**config.mk**
```make
export PLATFORM = sky130hd
export DESIGN_NAME = tcw_queue
export DESIGN_NICKNAME = d
export VERILOG_FILES = /design/src/rtl/tcw_pkg.sv /design/src/rtl/tcw_queue.sv
export SDC_FILE = /design/constraint.sdc
export NUM_CORES = 1
export LEC_CHECK = 0
export BUFFER_PORTS_ARGS = -buffer_cell sky130_fd_sc_hd__clkbuf_2
export CAP_MARGIN = 15
export CORE_MARGIN = 5
export CORE_UTILIZATION = 50
export CTS_CLUSTER_SIZE = 10
export DETAILED_ROUTE_END_ITERATION = 7
export GPL_TIMING_DRIVEN = 0
export PLACE_DENSITY_LB_ADDON = 0.08
export SYNTH_ARGS = -nofsm -noshare
export SYNTH_HDL_FRONTEND = slang
export SYNTH_SLANG_ARGS = --single-unit
```
**constraint.sdc**
```tcl
create_clock -name clk -period 2.3 [get_ports clk]
set_input_delay 0.575 -clock clk [delete_from_list [all_inputs] [get_ports clk]]
set_output_delay 0.575 -clock clk [all_outputs]
set_load 0.01 [all_outputs]
```
**src/rtl/tcw_pkg.sv**
```systemverilog
package tcw_pkg;

  // Screen geometry
  localparam int COLUMNS = 80;
  localparam int ROWS    = 25;
  localparam int NCELLS  = ROWS * COLUMNS;

  localparam int ROW_W  = $clog2(ROWS);
  localparam int COL_W  = $clog2(COLUMNS);
  localparam int ADDR_W = $clog2(NCELLS);

  // Fixed port widths
  localparam int IN_ROW_W = 5;
  localparam int IN_COL_W = 7;
  localparam int POS_W    = 11;
  localparam int CLR_W    = 4;

  // Command queue depth between front and back
  localparam int QUEUE_DEPTH = 2;
  localparam int QPTR_W      = $clog2(QUEUE_DEPTH);

  typedef logic [ROW_W-1:0]  row_t;
  typedef logic [ROW_W:0]    row_ext_t;
  typedef logic [COL_W-1:0]  col_t;
  typedef logic [COL_W:0]    col_ext_t;
  typedef logic [ADDR_W-1:0] addr_t;
  typedef logic [POS_W-1:0]  pos_t;
  typedef logic [15:0]       cell_t;

  // Character codes and cell constants
  localparam logic [7:0] CH_NL      = 8'h0A;
  localparam logic [7:0] CH_CR      = 8'h0D;
  localparam logic [7:0] CH_TAB     = 8'h09;
  localparam logic [7:0] CH_BS      = 8'h08;
  localparam logic [7:0] CH_SPACE   = 8'h20;
  localparam logic [7:0] RESET_ATTR = 8'h0F;

  // Spaces written per tab, minus the first
  localparam logic [1:0] TAB_EXTRA = 2'd3;

  typedef enum logic [1:0] {
    ACT_PUT   = 2'd0,
    ACT_CLEAR = 2'd1,
    ACT_SET   = 2'd2,
    ACT_READ  = 2'd3
  } action_t;

  // Configuration register indexes
  localparam logic REG_FG = 1'b0;
  localparam logic REG_BG = 1'b1;

  // Classified operation kinds
  typedef enum logic [3:0] {
    K_PLAIN,
    K_NL,
    K_CR,
    K_TAB,
    K_BS,
    K_CLEAR,
    K_SET,
    K_READ,
    K_NOP
  } op_kind_t;

  typedef struct packed {
    op_kind_t   kind;
    logic [7:0] ch;
    row_t       row;
    col_t       col;
  } op_t;

  typedef enum logic [2:0] {
    ST_INIT,
    ST_IDLE,
    ST_RUN,
    ST_SCROLL,
    ST_CLEAR,
    ST_DONE
  } back_state_t;

endpackage

```
**src/rtl/tcw_queue.sv**
```systemverilog
module tcw_queue (
  input  logic         clk,
  input  logic         rst_n,
  input  logic         push,
  input  tcw_pkg::op_t push_op,
  output logic         full,
  input  logic         pop,
  output tcw_pkg::op_t pop_op,
  output logic         empty
);

  tcw_pkg::op_t                entry_r [tcw_pkg::QUEUE_DEPTH];
  logic [tcw_pkg::QPTR_W-1:0]  wr_ptr_r, wr_ptr_nxt;
  logic [tcw_pkg::QPTR_W-1:0]  rd_ptr_r, rd_ptr_nxt;
  logic [tcw_pkg::QPTR_W:0]    count_r, count_nxt;

  assign full   = (32'(count_r) == tcw_pkg::QUEUE_DEPTH);
  assign empty  = (count_r == '0);
  assign pop_op = entry_r[rd_ptr_r];

  // Pointer and count update
  always_comb begin
    wr_ptr_nxt = wr_ptr_r;
    rd_ptr_nxt = rd_ptr_r;
    count_nxt  = count_r;
    if (push) begin
      wr_ptr_nxt = (32'(wr_ptr_r) == tcw_pkg::QUEUE_DEPTH - 1) ? '0 : wr_ptr_r + 1'b1;
    end
    if (pop) begin
      rd_ptr_nxt = (32'(rd_ptr_r) == tcw_pkg::QUEUE_DEPTH - 1) ? '0 : rd_ptr_r + 1'b1;
    end
    if (push && !pop) begin
      count_nxt = count_r + 1'b1;
    end else if (pop && !push) begin
      count_nxt = count_r - 1'b1;
    end
  end

  always_ff @(posedge clk) begin
    if (!rst_n) begin
      wr_ptr_r <= '0;
      rd_ptr_r <= '0;
      count_r  <= '0;
    end else begin
      wr_ptr_r <= wr_ptr_nxt;
      rd_ptr_r <= rd_ptr_nxt;
      count_r  <= count_nxt;
    end
  end

  // Entry storage
  always_ff @(posedge clk) begin
    if (push) begin
      entry_r[wr_ptr_r] <= push_op;
    end
  end

endmodule

```
# [After elaboration in Yosys (flattened, before gate mapping)]
# Memory sizes are Yosys's and may differ from the RTL's. A register that Yosys moved wholly into a read port is not among the register bits.
# Index checks and enable logic that the tools add are counted.
[op_classes] reduce_logical=6 add_sub_neg=4 n_eq_ne=1 muxes=8
[op_table] cell="two-way mux 1 bit" n=6
[op_table] cell="two-way mux 2 bit" n=2
[op_table] cell="adder 1 bit (second input constant)" n=2
[op_table] cell="adder 2 x 1 -> 2 bit (second input constant)" n=1
[op_table] cell="== test 2 bit (second input constant)" n=1
[op_table] cell="logical AND 1 bit" n=2
[op_table] cell="zero test 1 bit" n=2
[op_table] cell="zero test 2 bit" n=1
[op_table] cell="nonzero test 2 bit" n=1
[op_table] cell="subtractor 2 x 1 -> 2 bit (second input constant)" n=1
[word_totals] mem_count=1 elab_cells=23 ram_bits=48 out_inout_bits=26 ff_bits=4
[memory_table] memory="entry_r" words=2 word_bits=24 rd=1 rd_clocked_by_memory_dff=1 wr=1 line_no="tcw_queue.sv:12" text="tcw_pkg::op_t entry_r [tcw_pkg::QUEUE_DEPTH];"

# [Depth between registers and ports, before layout]
# Gate-level depths: netlist of run 1.
[depth] ltp_word=4 depth_mapped=5 ltp_nobuf=5

# [Worst setup path before layout of run 1]
# No wires, ideal clock.
[synth_path] path_type="input to register" start="in push" end="mem entry_r[0][0] (netlist bit), enable pin" stages=1 required_time_ns=1.891 t_arrival_ns=1.712 path_slack_ns=0.179 path_buffers=0 cell_sequence="nor2b_1"
[synth_via] elab_chain_cells=2
[synth_rtl] item="from (decl)" line_no="tcw_queue.sv:4" text="input logic push,"
[synth_rtl] item="two-way mux 1 bit" line_no="tcw_queue.sv:53" text="if (push) begin"
[synth_rtl] item="two-way mux 1 bit (not written as such)" line_no="tcw_queue.sv:54" text="entry_r[wr_ptr_r] <= push_op;"
[synth_rtl] item="to (decl)" line_no="tcw_queue.sv:12"
# No other way between the ends.

==> results of run 1 <==
-- worst paths after layout --
check / from / end / slack, ps / cells past startpoint
worst max register to register: wr_ptr_r / entry_r[1][13] / 690 / 1
worst min-delay path: push_op[3] / entry_r[0][3] / 470 / 1
worst min register to register: count_r[1] / count_r[1] / 500 / 2
worst max-delay path: flip-flop / pop_op[2] / 270 / 4
-- metal layers --
| layer | global-route usage [%] | part of all wire, % |
|---|---|---|
| met1 | 12.00 | 35 |
| met2 | 21.64 | 55 |
| met3 | 4.986 | 8.1 |
| met4 | 4.918 | 1.2 |
| met5 | 0 | 0 |
-- layout by cell type (no fill, tap or decap), types with 2 or more instances in the layout --
cell type   n
and2_1      4
buf_4       2
clkbuf_2   53
clkbuf_8    5
clkinv_1    2
dfxtp_1     5
edfxtp_1   48
mux2_2     24
xor2_1      2
-- final cells by class --
cell class                 count  area, um2  area share (%)
buffer                         3      20.02          0.8386
clock buffer                   5      68.82           2.883
clock inverter                 3      12.51          0.5241
inverter                       1      3.754          0.1572
multi-input combinational     40      387.9           16.25
sequential                    53       1541           64.57
tap                           48      60.06           2.516
timing repair buffer          54      292.8           12.26
-- registers in the layout, summed over array words and instances (netlist names), named ones only --
name,count
entry_r,48
rd_ptr_r,1
wr_ptr_r,1
count_r,2
-- cell families (layout without fill, tap and decap cells) --
group	count (synthesis)	after routing	share of synthesized area (%)
xor gates and xnor gates	3	3	1.347
buffers and inverters	4	66	1.218
DFF	53	53	79.03
AOI/OAI and AO/OA	3	3	1.026
adders and majority gates	1	1	0.6413
muxes	24	24	13.86
and+or+nand+nor	9	9	2.886
-- through the flow --
step / setup slack [ps] / hold slack (ps) / TNS [ps]
global placement: -514.9 / 476.0 / -12750
CTS: 232.7 / 457.1 / 0
global route: 165.1 / 441.3 / 0
floorplan: 179.2 / 466.2 / 0
finish: 269.3 / 467.3 / 0
detailed placement: 315.5 / 487.2 / 0
-- power by group --
group	total, W	leakage (nW)	switching (W)	internal [W]
Combinational	0.000234	0.396	0.000113	0.000121
Clock	0.000460	0.0430	0.000255	0.000205
Sequential	0.00112	0.492	0.0000156	0.00111
Total	0.00182	0.931	0.000383	0.00143
==> impl_metrics.env, run 1 <==
export IMPL_outcome="finished, final reports clean"
export IMPL_syn_cell_area_um2=1951
export IMPL_cp_slowest_stage_delay_ps=350
export IMPL_final_nets=187
export IMPL_synth_fp_nets=126
export IMPL_postCtsHoldBufs=0
export IMPL_rsz0062_at_grt="no"
export IMPL_cts_buffers=5
export IMPL_finalCriticalPeriod_ps=2031
export IMPL_post_cts_buffers=0
export IMPL_required_ps=1730
export IMPL_final_hold_viol_count=0
export IMPL_ys_ff_latch=53
export IMPL_path_cells="buf_2, buf_4, mux2_2, clkbuf_2"
export IMPL_drive_above_1_share_pct=55.97
export IMPL_grt_pass1_wl_mm=4.533
export IMPL_grt_antenna_before_repair=0
export IMPL_postRouteAntennaNets=0
export IMPL_hold_path_class="in2reg"
export IMPL_syn_to_final_growth_pct=22.39
export IMPL_grt_pass1_vias=1014
export IMPL_place_hpwl_mm=2.092
export IMPL_period_share_pct=88.29
export IMPL_cp_end_kind="output pin"
export IMPL_synth_commonest_cells="edfxtp_1, mux2_2, dfxtp_1"
export IMPL_cts_path_max_buffers=2
export IMPL_cpLargestDelayFamily="buffers and inverters"
export IMPL_nFillCells=291
export IMPL_yosys_top_cells_area="edfxtp_1, mux2_2, dfxtp_1"
export IMPL_ys_types=17
export IMPL_fin_cells=207
export IMPL_synth_top_area_share_pct=73.89
export IMPL_die_y_um=72.46
export IMPL_fin_total_pwr_w=0.001817
export IMPL_finalInstanceArea_um2=2387
export IMPL_worst_path_buf_inv=3
export IMPL_gr_total_overflow=0
export IMPL_synth_edf_count=48
export IMPL_wirelength_mm=2.813
export IMPL_wl_per_cell_um=13.59
export IMPL_clock_latency_ps=290
export IMPL_fmax_ghz=0.4924
export IMPL_clock_skew_ps=2.774
export IMPL_place_congestion=0.6819
export IMPL_port_buffers=53
export IMPL_htreeDepth=2
export IMPL_rows=22
export IMPL_tightest_slew_ps=1101
export IMPL_synthArstFlopShare_pct=0
export IMPL_setup_viol_count_final=0
export IMPL_die_area_um2=5250
export IMPL_cts_sinks=53
export IMPL_yosysTopAreaCell="edfxtp_1"
export IMPL_yosysWarnings=0
export IMPL_start_util_pct=52.49
export IMPL_cts_tree="done"
export IMPL_viasPerCell=4.816
export IMPL_first_iter_violations=46
export IMPL_critical_path_class="reg2out"
export IMPL_drv_slew=0
export IMPL_dp_cells=199
export IMPL_start_kind="flip-flop"
export IMPL_dieWidth_um=72.46
export IMPL_core_area_um2=3716
export IMPL_ys_seq_area_share_pct=79.03
export IMPL_drv_cap=0
export IMPL_slew_headroom_pct=26.62
export IMPL_grt_max_degree=25
export IMPL_antenna_cells=0
export IMPL_synthFlopType="edfxtp_1"
export IMPL_crit_path_max_fanout=10
export IMPL_root_buffer="clkbuf_8"
export IMPL_vias=997
export IMPL_synth_avg_cell_area_um2=20.11
export IMPL_fin_util_pct=64.24
export IMPL_slowest_stage="mux2_2"
export IMPL_p_per_area_nw_per_um2=761.2
export IMPL_drc=0
export IMPL_path_clk_slew_ps=80
export IMPL_syn_inst=97
export IMPL_dpl_cell_area_um2=2306
export IMPL_io_pins=54
export IMPL_p_leak_nw=0.9307
export IMPL_track_usage_pct=11.95
export IMPL_ir_drop_uv=426.9
export IMPL_post_cts_resized=0
export IMPL_synth_most_common_cell="edfxtp_1"
export IMPL_dr_pass1_iters=4
export IMPL_cp_arrival_ps=1460
Note: power is estimated with default switching activity, not from simulation.
==> run 2, diff against run 1 <==
Settings changed: BUFFER_PORTS_ARGS -buffer_cell sky130_fd_sc_hd__clkbuf_2 to unset, CTS_BUF_LIST set to sky130_fd_sc_hd__clkbuf_16, DONT_BUFFER_PORTS set to 1, SLEW_MARGIN set to 20.
==> run 2 against run 1 <==
Compared with the run above:
- core utilization shrank 5.6 points
- non-clock buffer count shrank 54
- design area shrank 8.7%
- setup slack gained 100 ps
- cell count shrank 27%
- clock-buffer cell count is the same
- sequential power is essentially flat
- worst hold slack lost 80 ps
- first-iteration DRC count shrank 63%
- wire length shrank 1.4%
- combinational power shrank 32%
- die area is the same
- largest cell class unchanged
- highest routed layer unchanged
==> impl_metrics.env, run 2 (synthesis gave the netlist of run 1 again) <==
export IMPL_outcome="finished, final reports clean"
export IMPL_core_area_um2=3716
export IMPL_drv_slew=0
export IMPL_rsz0062_at_grt="no"
export IMPL_p_per_area_nw_per_um2=951.3
export IMPL_die_area_um2=5250
export IMPL_clock_skew_ps=1.769
export IMPL_root_buffer="clkbuf_16"
export IMPL_worst_path_buf_inv=2
export IMPL_cts_path_max_buffers=2
export IMPL_cp_arrival_ps=1350
export IMPL_p_leak_nw=0.7397
export IMPL_required_ps=1730
export IMPL_io_pins=54
export IMPL_cpLargestDelayFamily="multiplexers"
export IMPL_start_util_pct=52.49
export IMPL_cts_sinks=53
export IMPL_grt_pass1_wl_mm=4.353
export IMPL_postRouteAntennaNets=0
export IMPL_top_regs="entry_r: 48 flops, count_r: 2 flops"
export IMPL_viasPerCell=5.257
export IMPL_fmax_ghz=0.5192
export IMPL_ir_drop_uv=507.2
export IMPL_syn_to_final_growth_pct=11.74
export IMPL_hold_path_depth=0
export IMPL_dr_pass1_iters=3
export IMPL_mostFrequentLayoutCell="edfxtp_1"
export IMPL_clock_latency_ps=280
export IMPL_rows=22
export IMPL_hold_path_class="in2reg"
export IMPL_final_nets=133
export IMPL_cp_slowest_stage_delay_ps=390
export IMPL_gr_total_overflow=0
export IMPL_first_iter_violations=17
export IMPL_period_share_pct=83.73
export IMPL_postCtsHoldBufs=0
export IMPL_finalCriticalPeriod_ps=1926
export IMPL_finalWorstSetupSlack_ps=374.1
export IMPL_vias=799
export IMPL_largest_register="entry_r"
export IMPL_final_hold_viol_count=0
export IMPL_drive_above_1_share_pct=35.58
export IMPL_wirelength_mm=2.773
export IMPL_drv_cap=0
export IMPL_htreeDepth=2
export IMPL_place_ws_ps=458.3
export IMPL_port_buffers=0
export IMPL_cts_buffers=5
export IMPL_path_clk_slew_ps=60
export IMPL_fin_total_pwr_w=0.002073
export IMPL_drc=0
export IMPL_use_met2_pct=19.92
export IMPL_setup_viol_count_final=0
export IMPL_place_congestion=0.6525
export IMPL_largest_register_ff_count=48
export IMPL_use_met3_pct=7.618
export IMPL_slew_headroom_pct=53.52
export IMPL_start_kind="flip-flop"
export IMPL_crit_path_max_fanout=10
export IMPL_antenna_cells=0
export IMPL_layout_common_cells="edfxtp_1, mux2_2, dfxtp_1, clkbuf_16, and2_1"
export IMPL_place_hpwl_mm=1.891
export IMPL_top_usage_layer="met2"
export IMPL_grt_max_degree=26
export IMPL_cts_tree="done"
export IMPL_grt_antenna_before_repair=0
export IMPL_tightest_slew_ps=695.7
export IMPL_wl_per_cell_um=18.24
export IMPL_cp_end_kind="output pin"
export IMPL_cp_num_cells=3
export IMPL_die_y_um=72.46
export IMPL_track_usage_pct=11.49
export IMPL_slowest_stage="mux2_2"
export IMPL_post_cts_buffers=0
export IMPL_nFillCells=277
export IMPL_post_cts_resized=0
export IMPL_critical_path_class="reg2out"
export IMPL_path_cells="buf_2, buf_4, mux2_2"
export IMPL_setup_tns_ps=0
export IMPL_use_met1_pct=10.66
export IMPL_grt_pass1_vias=899
export IMPL_reg2regPathDepth=1
export IMPL_dieWidth_um=72.46
run 2: changes by cell type in the layout (fill, tap and decap cells not counted), sizes merged:
cell,before,now
clkbuf,58,5
bufinv,0,1
clkinv,3,1
buf,4,3
run 2: worst paths after layout:
kind / from / end / slack, ps
setup / recovery: flip-flop / pop_op[2] / 370
setup reg to reg: wr_ptr_r / entry_r[1][20] / 1000
hold reg to reg: count_r[1] / count_r[1] / 520
hold / removal: push_op[6] / entry_r[1][6] / 390
run 2: where the power goes:
group,internal [W],switching (W)
clock,0.000504,0.000283
combinational,0.0000700,0.0000904
sequential,0.00111,0.0000156
run 2: metal layers:
metal	up-vias	routed length (um)
met5	-	0
met4	0	42
met3	5	331
met2	32	1454
met1	384	945
li1	378	-
run 2: layout make-up:
class | count | area, um2 | area share, %
inverter | 1 | 3.754 | 0.1722
clock inverter | 2 | 35.03 | 1.607
sequential | 53 | 1541 | 70.72
tap | 48 | 60.06 | 2.755
clock buffer | 5 | 125.1 | 5.741
buffer | 3 | 20.02 | 0.9185
multi-input combinational | 40 | 394.1 | 18.08
run 2: through the flow:
step | instance area [um2] | hold slack (ps) | utilization (%) | cells
6_report | 2180 | 387.5 | 58.65 | 152
2_1_floorplan | 1951 | 466.2 | - | 97
3_3_place_gp | 2011 | 477.0 | 54.11 | 145
4_1_cts | 2178 | 377.7 | 58.62 | 152
5_1_grt | 2180 | 369.0 | 58.65 | 152
3_5_place_dp | 2018 | 506.3 | 54.31 | 145
