===== src/rtl/tcw_pkg.sv =====
package tcw_pkg;

  // Screen geometry
  localparam int COLUMNS = 80;
  localparam int ROWS    = 25;
  localparam int NCELLS  = ROWS * COLUMNS;

  localparam int ROW_W  = $clog2(ROWS);
  localparam int COL_W  = $clog2(COLUMNS);
  localparam int ADDR_W = $clog2(NCELLS);

  // Fixed port widths
  localparam int IN_ROW_W = 5;
  localparam int IN_COL_W = 7;
  localparam int POS_W    = 11;
  localparam int CLR_W    = 4;

  // Command queue depth between front and back
  localparam int QUEUE_DEPTH = 2;
  localparam int QPTR_W      = $clog2(QUEUE_DEPTH);

  typedef logic [ROW_W-1:0]  row_t;
  typedef logic [ROW_W:0]    row_ext_t;
  typedef logic [COL_W-1:0]  col_t;
  typedef logic [COL_W:0]    col_ext_t;
  typedef logic [ADDR_W-1:0] addr_t;
  typedef logic [POS_W-1:0]  pos_t;
  typedef logic [15:0]       cell_t;

  // Character codes and cell constants
  localparam logic [7:0] CH_NL      = 8'h0A;
  localparam logic [7:0] CH_CR      = 8'h0D;
  localparam logic [7:0] CH_TAB     = 8'h09;
  localparam logic [7:0] CH_BS      = 8'h08;
  localparam logic [7:0] CH_SPACE   = 8'h20;
  localparam logic [7:0] RESET_ATTR = 8'h0F;

  // Spaces written per tab, minus the first
  localparam logic [1:0] TAB_EXTRA = 2'd3;

  typedef enum logic [1:0] {
    ACT_PUT   = 2'd0,
    ACT_CLEAR = 2'd1,
    ACT_SET   = 2'd2,
    ACT_READ  = 2'd3
  } action_t;

  // Configuration register indexes
  localparam logic REG_FG = 1'b0;
  localparam logic REG_BG = 1'b1;

  // Classified operation kinds
  typedef enum logic [3:0] {
    K_PLAIN,
    K_NL,
    K_CR,
    K_TAB,
    K_BS,
    K_CLEAR,
    K_SET,
    K_READ,
    K_NOP
  } op_kind_t;

  typedef struct packed {
    op_kind_t   kind;
    logic [7:0] ch;
    row_t       row;
    col_t       col;
  } op_t;

  typedef enum logic [2:0] {
    ST_INIT,
    ST_IDLE,
    ST_RUN,
    ST_SCROLL,
    ST_CLEAR,
    ST_DONE
  } back_state_t;

endpackage


===== src/rtl/tcw_front.sv =====
module tcw_front (
  input  logic                              start,
  output logic                              busy,
  input  logic [1:0]                        in_action,
  input  logic [7:0]                        in_char_code,
  input  logic [tcw_pkg::IN_ROW_W-1:0]      in_target_row,
  input  logic [tcw_pkg::IN_COL_W-1:0]      in_target_col,
  input  logic                              q_full,
  input  logic                              init_active,
  output logic                              push,
  output tcw_pkg::op_t                      push_op
);

  logic in_range;

  // Stall while the queue is full or the screen store is being initialized
  assign busy = q_full | init_active;
  assign push = start & ~busy;

  assign in_range = (32'(in_target_row) < tcw_pkg::ROWS) &&
                    (32'(in_target_col) < tcw_pkg::COLUMNS);

  // Classify the request
  always_comb begin
    push_op.ch   = in_char_code;
    push_op.row  = tcw_pkg::row_t'(in_target_row);
    push_op.col  = tcw_pkg::col_t'(in_target_col);
    push_op.kind = tcw_pkg::K_NOP;
    unique case (tcw_pkg::action_t'(in_action))
      tcw_pkg::ACT_PUT: begin
        unique case (in_char_code)
          tcw_pkg::CH_NL:  push_op.kind = tcw_pkg::K_NL;
          tcw_pkg::CH_CR:  push_op.kind = tcw_pkg::K_CR;
          tcw_pkg::CH_TAB: push_op.kind = tcw_pkg::K_TAB;
          tcw_pkg::CH_BS:  push_op.kind = tcw_pkg::K_BS;
          default:         push_op.kind = tcw_pkg::K_PLAIN;
        endcase
      end
      tcw_pkg::ACT_CLEAR: push_op.kind = tcw_pkg::K_CLEAR;
      tcw_pkg::ACT_SET:   push_op.kind = in_range ? tcw_pkg::K_SET : tcw_pkg::K_NOP;
      tcw_pkg::ACT_READ:  push_op.kind = in_range ? tcw_pkg::K_READ : tcw_pkg::K_NOP;
      default:            push_op.kind = tcw_pkg::K_NOP;
    endcase
  end

endmodule


===== config.mk =====
export PLATFORM = sky130hd
export DESIGN_NAME = tcw_front
export DESIGN_NICKNAME = d
export VERILOG_FILES = /design/src/rtl/tcw_pkg.sv /design/src/rtl/tcw_front.sv
export SDC_FILE = /design/constraint.sdc
export NUM_CORES = 1
export LEC_CHECK = 0
export BUFFER_PORTS_ARGS = -buffer_cell sky130_fd_sc_hd__buf_2
export CAP_MARGIN = 25
export CELL_PAD_IN_SITES_DETAIL_PLACEMENT = 1
export CELL_PAD_IN_SITES_GLOBAL_PLACEMENT = 1
export CORE_MARGIN = 3
export CORE_UTILIZATION = 15
export DETAILED_ROUTE_END_ITERATION = 8
export GPL_ROUTABILITY_DRIVEN = 0
export PLACE_DENSITY = 0.92
export SYNTH_ARGS = -nofsm -noshare
export SYNTH_HDL_FRONTEND = slang
export SYNTH_SLANG_ARGS = --single-unit

===== constraint.sdc =====
create_clock -name vclk -period 1.3
set_input_delay 0.13 -clock vclk [all_inputs]
set_output_delay 0.13 -clock vclk [all_outputs]
set_load 0.05 [all_outputs]

# ---- Yosys cells after proc, flatten, opt, wreduce, memory -nomap -nowiden
# Cells that the tools add are included.
dict set report totals {
  output_inout_bits 26
  in_bits 25
  reg_bits 0
  elab_cells 18
}
dict set report op_classes {
  n_reduce_logical 2
  magnitude_cmp 2
  n_eq_ne 7
  muxes 4
  bitwise 3
}
# cell n
set ops {}
lappend ops {{equality test 8 x 4 -> 1 bit, second input constant} 4}
lappend ops {{case mux 4 bit (4 select lines)} 1}
lappend ops {{case mux 3 bit (4 select lines)} 1}
lappend ops {{2-to-1 mux 4 bit} 2}
lappend ops {{less-than comparator 7 bit, second input constant} 1}
lappend ops {{less-than comparator 5 bit, second input constant} 1}
lappend ops {{equality test 2 bit, second input constant} 2}
lappend ops {{equality test 2 x 1 -> 1 bit, second input constant} 1}
lappend ops {{logical NOT 2 bit} 1}
lappend ops {{bitwise AND 1 bit} 1}
lappend ops {{logical AND 1 bit} 1}
lappend ops {{NOT 1 bit} 1}
lappend ops {{OR 1 bit} 1}

# ---- Depth between registers and ports, before layout
# Gate-level depths: netlist (run 1).
dict set report logic_depth {
  word_depth 4
  depth_mapped 3
  depth_no_buf 3
}

# ---- Worst setup path before layout (run 1)
# Ideal clock, no wire load.
dict set report synth_path {
  kind {input-to-output}
  from {input port in_target_col[5] in the netlist's numbering}
  to {output port push_op[20] in the netlist's numbering}
  t_arrival_ns 1.741
  slack_ns -0.571
  required_time_ns 1.170
  n_path_buf 0
  cell_stages 3
  cell_sequence {o21ai_0 > a21boi_1 > o32ai_1}
}
# element line_no
set synth_lines {}
lappend synth_lines {{start, declared} tcw_front.sv:7} ;# input logic [tcw_pkg::IN_COL_W-1:0] in_target_col,
lappend synth_lines {{end, declared} tcw_front.sv:11} ;# output tcw_pkg::op_t push_op

==> results of run 1 <==
==> routing by layer <==
layer,global-route usage,up-vias
li1,-,172
met1,0.0870,158
met2,0.179,26
met3,0.0245,0
met4,0,0
met5,0,-
==> final cells by class <==
type | count | area share
multi-input cells | 17 | 0.345
repair buffers | 49 | 0.579
well taps | 24 | 0.0605
inverters | 2 | 0.0151
==> final timing paths <==
check / slack, ns / to / cells past startpoint / start
setup / recovery: -0.14 / push_op[22] / 5 / in_char_code[2]
hold / removal: 0.26 / push_op[0] / 0 / in_target_col[0]
==> cells by family after synthesis <==
group,Yosys count,synth area share
AOI/OAI and AO/OA,6,0.157
xor gates and xnor gates,1,0.0324
buffers and inverters,22,0.583
and+or+nand+nor,10,0.227
==> through the flow <==
stage / cells / util / setup TNS, ns / cell area (sq um) / setup slack (ns)
floorplan: 39 / - / -0.202 / 322 / -0.154
global placement: 92 / 0.290 / -0.297 / 462 / -0.238
detailed placement: 92 / 0.290 / -0.364 / 462 / -0.268
CTS: 92 / 0.312 / -0.155 / 497 / -0.155
global route: 92 / 0.312 / -0.196 / 497 / -0.196
finish: 92 / 0.312 / -0.143 / 497 / -0.143
==> cell usage after synthesis <==
library cell / number
buf_4: 20
nand2b_1: 1
or2_1: 1
nand3_1: 2
nand2_1: 1
or4b_1: 1
a21boi_1: 1
o21ai_0: 1
a21oi_1: 1
inv_1: 2
nor2_1: 2
o31ai_1: 1
xor2_1: 1
o311ai_1: 1
o32ai_1: 1
nor4_2: 1
nor3_1: 1
==> worst max-delay path, delay by kind of cell <==
| kind | cells | cell delay (ns) |
|---|---|---|
| compound gates | 1 | 0.13 |
| buf+inv | 2 | 0.27 |
| simple gates | 2 | 0.79 |
==> what timing repair did <==
item	in CTS	in global routing
gates resized for setup	8	0
pin swaps	0	1
setup endpoints to repair	3	2
==> power groups by stage <==
stage	combinational [W]	clock, W	sequential [W]
floorplan	0.000244	0	0
global placement	0.000269	0	0
detailed placement	0.000274	0	0
CTS	0.000290	0	0
global route	0.000302	0	0
finish	0.000287	0	0
==> qor.yml, run 1 <==
area_growth_pct: 83.8
dp.final_hpwl_microns: 945
highest_layer: "met3"
slew_headroom: 0.770
start_util: 0.170
route.detailed.drc: 0
wl_per_cell_microns: 11.2
syn_nets: 64
port-buffer-count: 43
pwr-share-comb: 1.000
crit_fanout: 2
chipWidth_microns: 48.4
drt-vias-per-instance: 3.87
total_power_w: 0.000287
synthCells: 39
wirelength_microns: 1030
slowest_delay_ns: 0.51
final_cell_mix: "buf_2 (38), buf_4 (7), buf_6 (4)"
max_clock_freq_mhz: 693
worst_pin_slew_ns: 0.342
setup_viol: 1
grt_pass1_wl_microns: 1710
grt_max_degree: 5
cp-start-kind: "input pin"
met3_wirelength_microns: 122
seq_area_frac_synth: 0
ant_nets: 0
rows: 14
ys_warn_count: 0
worst_setup_path_end_kind: "primary output"
netlist-cell-type-count: 17
min_period_ns: 1.44
overflow: 0
crit_path_frequent_cell: "buf_6"
status: "finished with violations"
multiInputGateArea_sq_um: 171
rsz0062_at_grt: "yes"
core_sq_mm: 0.00159
holdBufCountCts: 0
p_switching_w: 0.000198
powerDensity_mw_per_mm2: 577
fillCellCount: 205
dieHeight_microns: 48.4
synthTopCellsByArea: "buf_4 (56%), nor4_2 (4.6%), nand3_1 (3.7%), or4b_1 (3.7%), o311ai_1 (3.2%)"
nFlopsAndLatches: 0
period_share: 1.11
drive_above_1_share: 0.838
violations: "negative setup slack"
peakVddDrop_v: 0.000211
fin_nets: 95
pin_count: 51
grt_pass1_vias: 381
cts_setup_buffers: 0
final_common_cell: "buf_2"
synth_top_area_share: 0.556
critPathKind: "input pin to primary output"
maxSlewViolCount: 0
worst_slack_ns: -0.143
p_leak_nw: 0.256
yosysTopAreaCell: "buf_4"
antenna_found_initial: 0
seq_area_sq_um: 0
drt_iter0_drc: 0
path_cells: "buf_6, nor4_4, or4b_4, a21oi_4, buf_6"
seq_power_share: 0
p_int_w: 0.0000889
cap_violations: 0
m1WireLength_microns: 319
floorplan.die_area_sq_mm: 0.00235
cp.arrival_ns: 1.31
switching_share: 0.690
holdCritPathClass: "input pin to primary output"
routed-wl-met2_microns: 584
num_vias: 356
clock_power_share: 0
cp.required_ns: 1.17
drt-pass1-iter-count: 1
diodes: 0
track_usage: 0.0855
timing.hold.ws_ns: 0.260
hold_viol_final: 0
n_clock_buffer: 0
netlist_area_sq_um: 270
avgSynthCellArea_sq_um: 6.93
crit_slowest_cell: "or4b_4"
No activity file was read; power rests on OpenSTA's default activity.
==> run 2: changes to the inputs <==
==> constraint.sdc (replaced) <==
create_clock -name vclk -period 1.65
set_input_delay 0.165 -clock vclk [all_inputs]
set_output_delay 0.165 -clock vclk [all_outputs]
set_load 0.05 [all_outputs]
==> run 2 against run 1 <==
Compared with the run above:
- combinational power shrank 30%
- die area is the same
- clock-buffer cell count is the same
- final area shrank 20%
- largest power group unchanged
- the flow now finishes without violations
- worst setup slack gained 0.22 ns
==> qor.yml, run 2 (synthesis results as in run 1) <==
cp.required_ns: 1.48
rsz0062_at_grt: "no"
worst_setup_path_end_kind: "primary output"
num_vias: 322
hold_viol_final: 0
setup_viol: 0
pwr-share-comb: 1.000
grt_pass1_wl_microns: 1490
drt-vias-per-instance: 3.70
drive_above_1_share: 0.794
core_sq_mm: 0.00159
seq_power_share: 0
wirelength_microns: 1060
drt_iter0_drc: 2
drt-pass1-iter-count: 2
fillCellCount: 212
chipWidth_microns: 48.4
pin_count: 51
max_clock_freq_mhz: 637
grt_pass1_vias: 333
wl_per_cell_microns: 12.1
switching_share: 0.743
cts_setup_buffers: 0
dieHeight_microns: 48.4
status: "finished clean"
cap_violations: 0
holdPathStages: 0
setup-tns-final_ns: 0
multiInputGateArea_sq_um: 136
rows: 14
overflow: 0
dp.final_hpwl_microns: 969
min_period_ns: 1.57
start_util: 0.170
min_from: "in_target_col[0]"
p_switching_w: 0.000149
dp_slack_ns: -0.00378
route.detailed.drc: 0
antenna_found_initial: 0
seq_area_sq_um: 0
holdCritPathClass: "input pin to primary output"
n_clock_buffer: 0
crit_fanout: 2
maxSlewViolCount: 0
cp.arrival_ns: 1.41
period_share: 0.952
peakVddDrop_v: 0.000156
nFlopsAndLatches: 0
p_leak_nw: 0.221
critPathLaunch: "in_char_code[2]"
diodes: 0
fin_nets: 90
total_power_w: 0.000200
final_common_cell: "buf_2"
floorplan.die_area_sq_mm: 0.00235
critPathKind: "input pin to primary output"
powerDensity_mw_per_mm2: 501
cp-start-kind: "input pin"
worst_pin_slew_ns: 0.390
port-buffer-count: 43
p_int_w: 0.0000514
final_cell_mix: "buf_2 (42), inv_1 (2), nor2_1 (2), nand3_1 (2), buf_4 (2)"
holdBufCountCts: 0
ant_nets: 0
ctsResizeCount: 1
track_usage: 0.0785
area_growth_pct: 47.7
slew_headroom: 0.736
clock_power_share: 0
grt_max_degree: 5
worst_slack_ns: 0.0794
holdPathEnd: "push_op[0]"
run 2: critical path, cell delays in order:
cell	delay (ns)
buf_2	0.11
nor4_2	0.29
or4b_4	0.50
a21oi_2	0.14
buf_4	0.20
run 2: stage by stage:
stage / hold slack [ns] / std cells / utilization / area, sq um
floorplan: 0.497 / 39 / - / 290
global placement: 0.331 / 87 / 0.246 / 393
global route: 0.330 / 87 / 0.250 / 399
finish: 0.330 / 87 / 0.250 / 399
detailed placement: 0.331 / 87 / 0.246 / 393
CTS: 0.331 / 87 / 0.248 / 395
run 2: area by class of cell:
type / count / area share
Timing Repair Buffer: 44 / 0.564
Multi-Input combinational cell: 17 / 0.342
Tap cell: 24 / 0.0752
Inverter: 2 / 0.0188
run 2: power groups by stage:
stage,Combinational [W],Clock (W),Sequential (W)
after CTS,0.000201,0,0
final,0.000200,0,0
after floorplan,0.000187,0,0
after global placement,0.000196,0,0
after global routing,0.000209,0,0
after detailed placement,0.000199,0,0
run 2: metal layers:
metal | global-route usage | vias up | wire length [microns]
li1 | - | 161 | -
met1 | 0.0704 | 140 | 334
met2 | 0.177 | 21 | 605
met3 | 0.0184 | 0 | 118
met4 | 0.00474 | 0 | 0
met5 | 0 | - | 0
run 2: worst max path at each step:
stage,cells after the start,slack [ns],end
2_1_floorplan,3,0.09,push_op[22]
4_1_cts,5,0.05,push_op[22]
3_5_place_dp,5,-0.004,push_op[22]
3_3_place_gp,5,0.02,push_op[22]
5_1_grt,5,0.008,push_op[22]
6_report,5,0.08,push_op[22]
==> run 3: changes to the inputs <==
==> config.mk (replaced) <==
export PLATFORM = sky130hd
export DESIGN_NAME = tcw_front
export DESIGN_NICKNAME = d
export VERILOG_FILES = /design/src/rtl/tcw_pkg.sv /design/src/rtl/tcw_front.sv
export SDC_FILE = /design/constraint.sdc
export NUM_CORES = 1
export LEC_CHECK = 0
export CAP_MARGIN = 25
export CELL_PAD_IN_SITES_DETAIL_PLACEMENT = 1
export CELL_PAD_IN_SITES_GLOBAL_PLACEMENT = 1
export CORE_AREA = 3 3 40 42
export DETAILED_ROUTE_END_ITERATION = 8
export DIE_AREA = 0 0 43 45
export DONT_BUFFER_PORTS = 1
export GPL_ROUTABILITY_DRIVEN = 0
export PLACE_DENSITY = 0.58
export SYNTH_ARGS = -nofsm -noshare
export SYNTH_HDL_FRONTEND = slang
export SYNTH_SLANG_ARGS = --single-unit
==> constraint.sdc (replaced) <==
create_clock -name vclk -period 1.65
set_input_delay 0.165 -clock vclk [all_inputs]
set_output_delay 0.165 -clock vclk [all_outputs]
set_load 0.1 [all_outputs]
==> run 3 against run 2 <==
Compared with the run above:
- final area decreased by 23%
- final cell count decreased by 54%
- power decreased by 30%
- critical path type unchanged
- sequential share of layout area unchanged
- via count decreased by 33%
- core utilization decreased by 1.2 points
- fmax increased by 7.8%
- critical path depth decreased by 1
- sequential cell count unchanged
- routed wire length decreased by 36%
- highest routed layer is now met4
- first-iteration DRC count decreased by 100%
==> qor.yml, run 3 (synthesis results as in run 1) <==
drive_above_1_share: 0.600
status: "finished clean"
chipWidth_microns: 43
cp.required_ns: 1.48
route.detailed.drc: 0
worst_slack_ns: 0.194
core_sq_mm: 0.00128
dp_slack_ns: 0.176
rows: 13
slew_headroom: 0.701
grt_pass1_vias: 231
dp.final_hpwl_microns: 640
slowest_delay_ns: 0.50
min_period_ns: 1.46
highest_layer: "met4"
floorplan.die_area_sq_mm: 0.00194
antenna_found_initial: 0
diodes: 0
timing.hold.ws_ns: 0.330
crit_fanout: 2
grt_pass1_wl_microns: 993
setup_viol: 0
num_vias: 216
track_usage: 0.0655
powerDensity_mw_per_mm2: 459
cp-start-kind: "input pin"
path_buf_inv: 1
wl_per_cell_microns: 16.9
overflow: 0
wirelength_microns: 676
drt-vias-per-instance: 5.40
instances_no_fill: 40
max_clock_freq_mhz: 687
utilization: 0.239
met3_wirelength_microns: 100
worst_pin_slew_ns: 0.443
placed_cells: 40
grt_max_degree: 5
rsz0062_at_grt: "no"
cp_num_cells: 4
drt_iter0_drc: 0
cap_violations: 0
worst_setup_path_end_kind: "primary output"
path_cells: "nor4_4, or4b_4, a21oi_4, buf_12"
nFlopsAndLatches: 0
routed-wl-met2_microns: 341
port-buffer-count: 0
crit_slowest_cell: "or4b_4"
hold_viol_final: 0
dieHeight_microns: 45
holdCritPathClass: "input pin to primary output"
fillCellCount: 148
holdBufCountCts: 0
drt-pass1-iter-count: 1
seq_area_sq_um: 0
final_cell_mix: "buf_4 (3), buf_12 (3), inv_1 (2), nand3_1 (2)"
ant_nets: 0
p_leak_nw: 0.0960
ctsResizeCount: 0
critPathKind: "input pin to primary output"
maxSlewViolCount: 0
setup-tns-final_ns: 0
fin_nets: 52
peakVddDrop_v: 0.0000846
pin_count: 51
area_growth_pct: 13.4
critPathLaunch: "in_char_code[2]"
cp.arrival_ns: 1.29
cts_setup_buffers: 0
n_clock_buffer: 0
start_util: 0.210
m1WireLength_microns: 226
critPathTopFamily: "simple AND/OR/NAND/NOR gates"
period_share: 0.883
cp-endpoint: "push_op[22]"
run 3: how the worst min path moves through the flow:
stage / cells past startpoint / from / slack (ns) / endpoint
2_1_floorplan: 2 / start / 0.53 / push
5_1_grt: 0 / in_target_col[4] / 0.33 / push_op[4]
4_1_cts: 0 / in_char_code[1] / 0.33 / push_op[13]
3_3_place_gp: 0 / in_char_code[1] / 0.33 / push_op[13]
6_report: 0 / in_target_col[0] / 0.33 / push_op[0]
3_5_place_dp: 0 / in_char_code[1] / 0.33 / push_op[13]
run 3: layout make-up:
type	instances	area [sq um]	share of cell area
Multi-Input combinational cell	17	198	0.645
Tap cell	15	18.8	0.0612
Timing Repair Buffer	6	82.6	0.269
Inverter	2	7.51	0.0245
run 3: through the flow:
| stage | total power, W | cell area (sq um) |
|---|---|---|
| 4_1_cts | 0.000142 | 307 |
| 5_1_grt | 0.000145 | 307 |
| 2_1_floorplan | 0.000336 | 355 |
| 3_3_place_gp | 0.000140 | 307 |
| 6_report | 0.000141 | 307 |
| 3_5_place_dp | 0.000142 | 307 |
run 3: layer usage:
| layer | vias to the layer above | global-route usage |
|---|---|---|
| met3 | 4 | 0.00797 |
| met4 | 0 | 0.0301 |
| met1 | 99 | 0.0738 |
| met2 | 28 | 0.123 |
| li1 | 85 | - |
| met5 | - | 0 |
run 3: where the power goes:
part / total, W / switching, W / internal (W) / leakage [nW]
Combinational: 0.000141 / 0.0000975 / 0.0000432 / 0.0960
Clock: 0 / 0 / 0 / 0
Sequential: 0 / 0 / 0 / 0
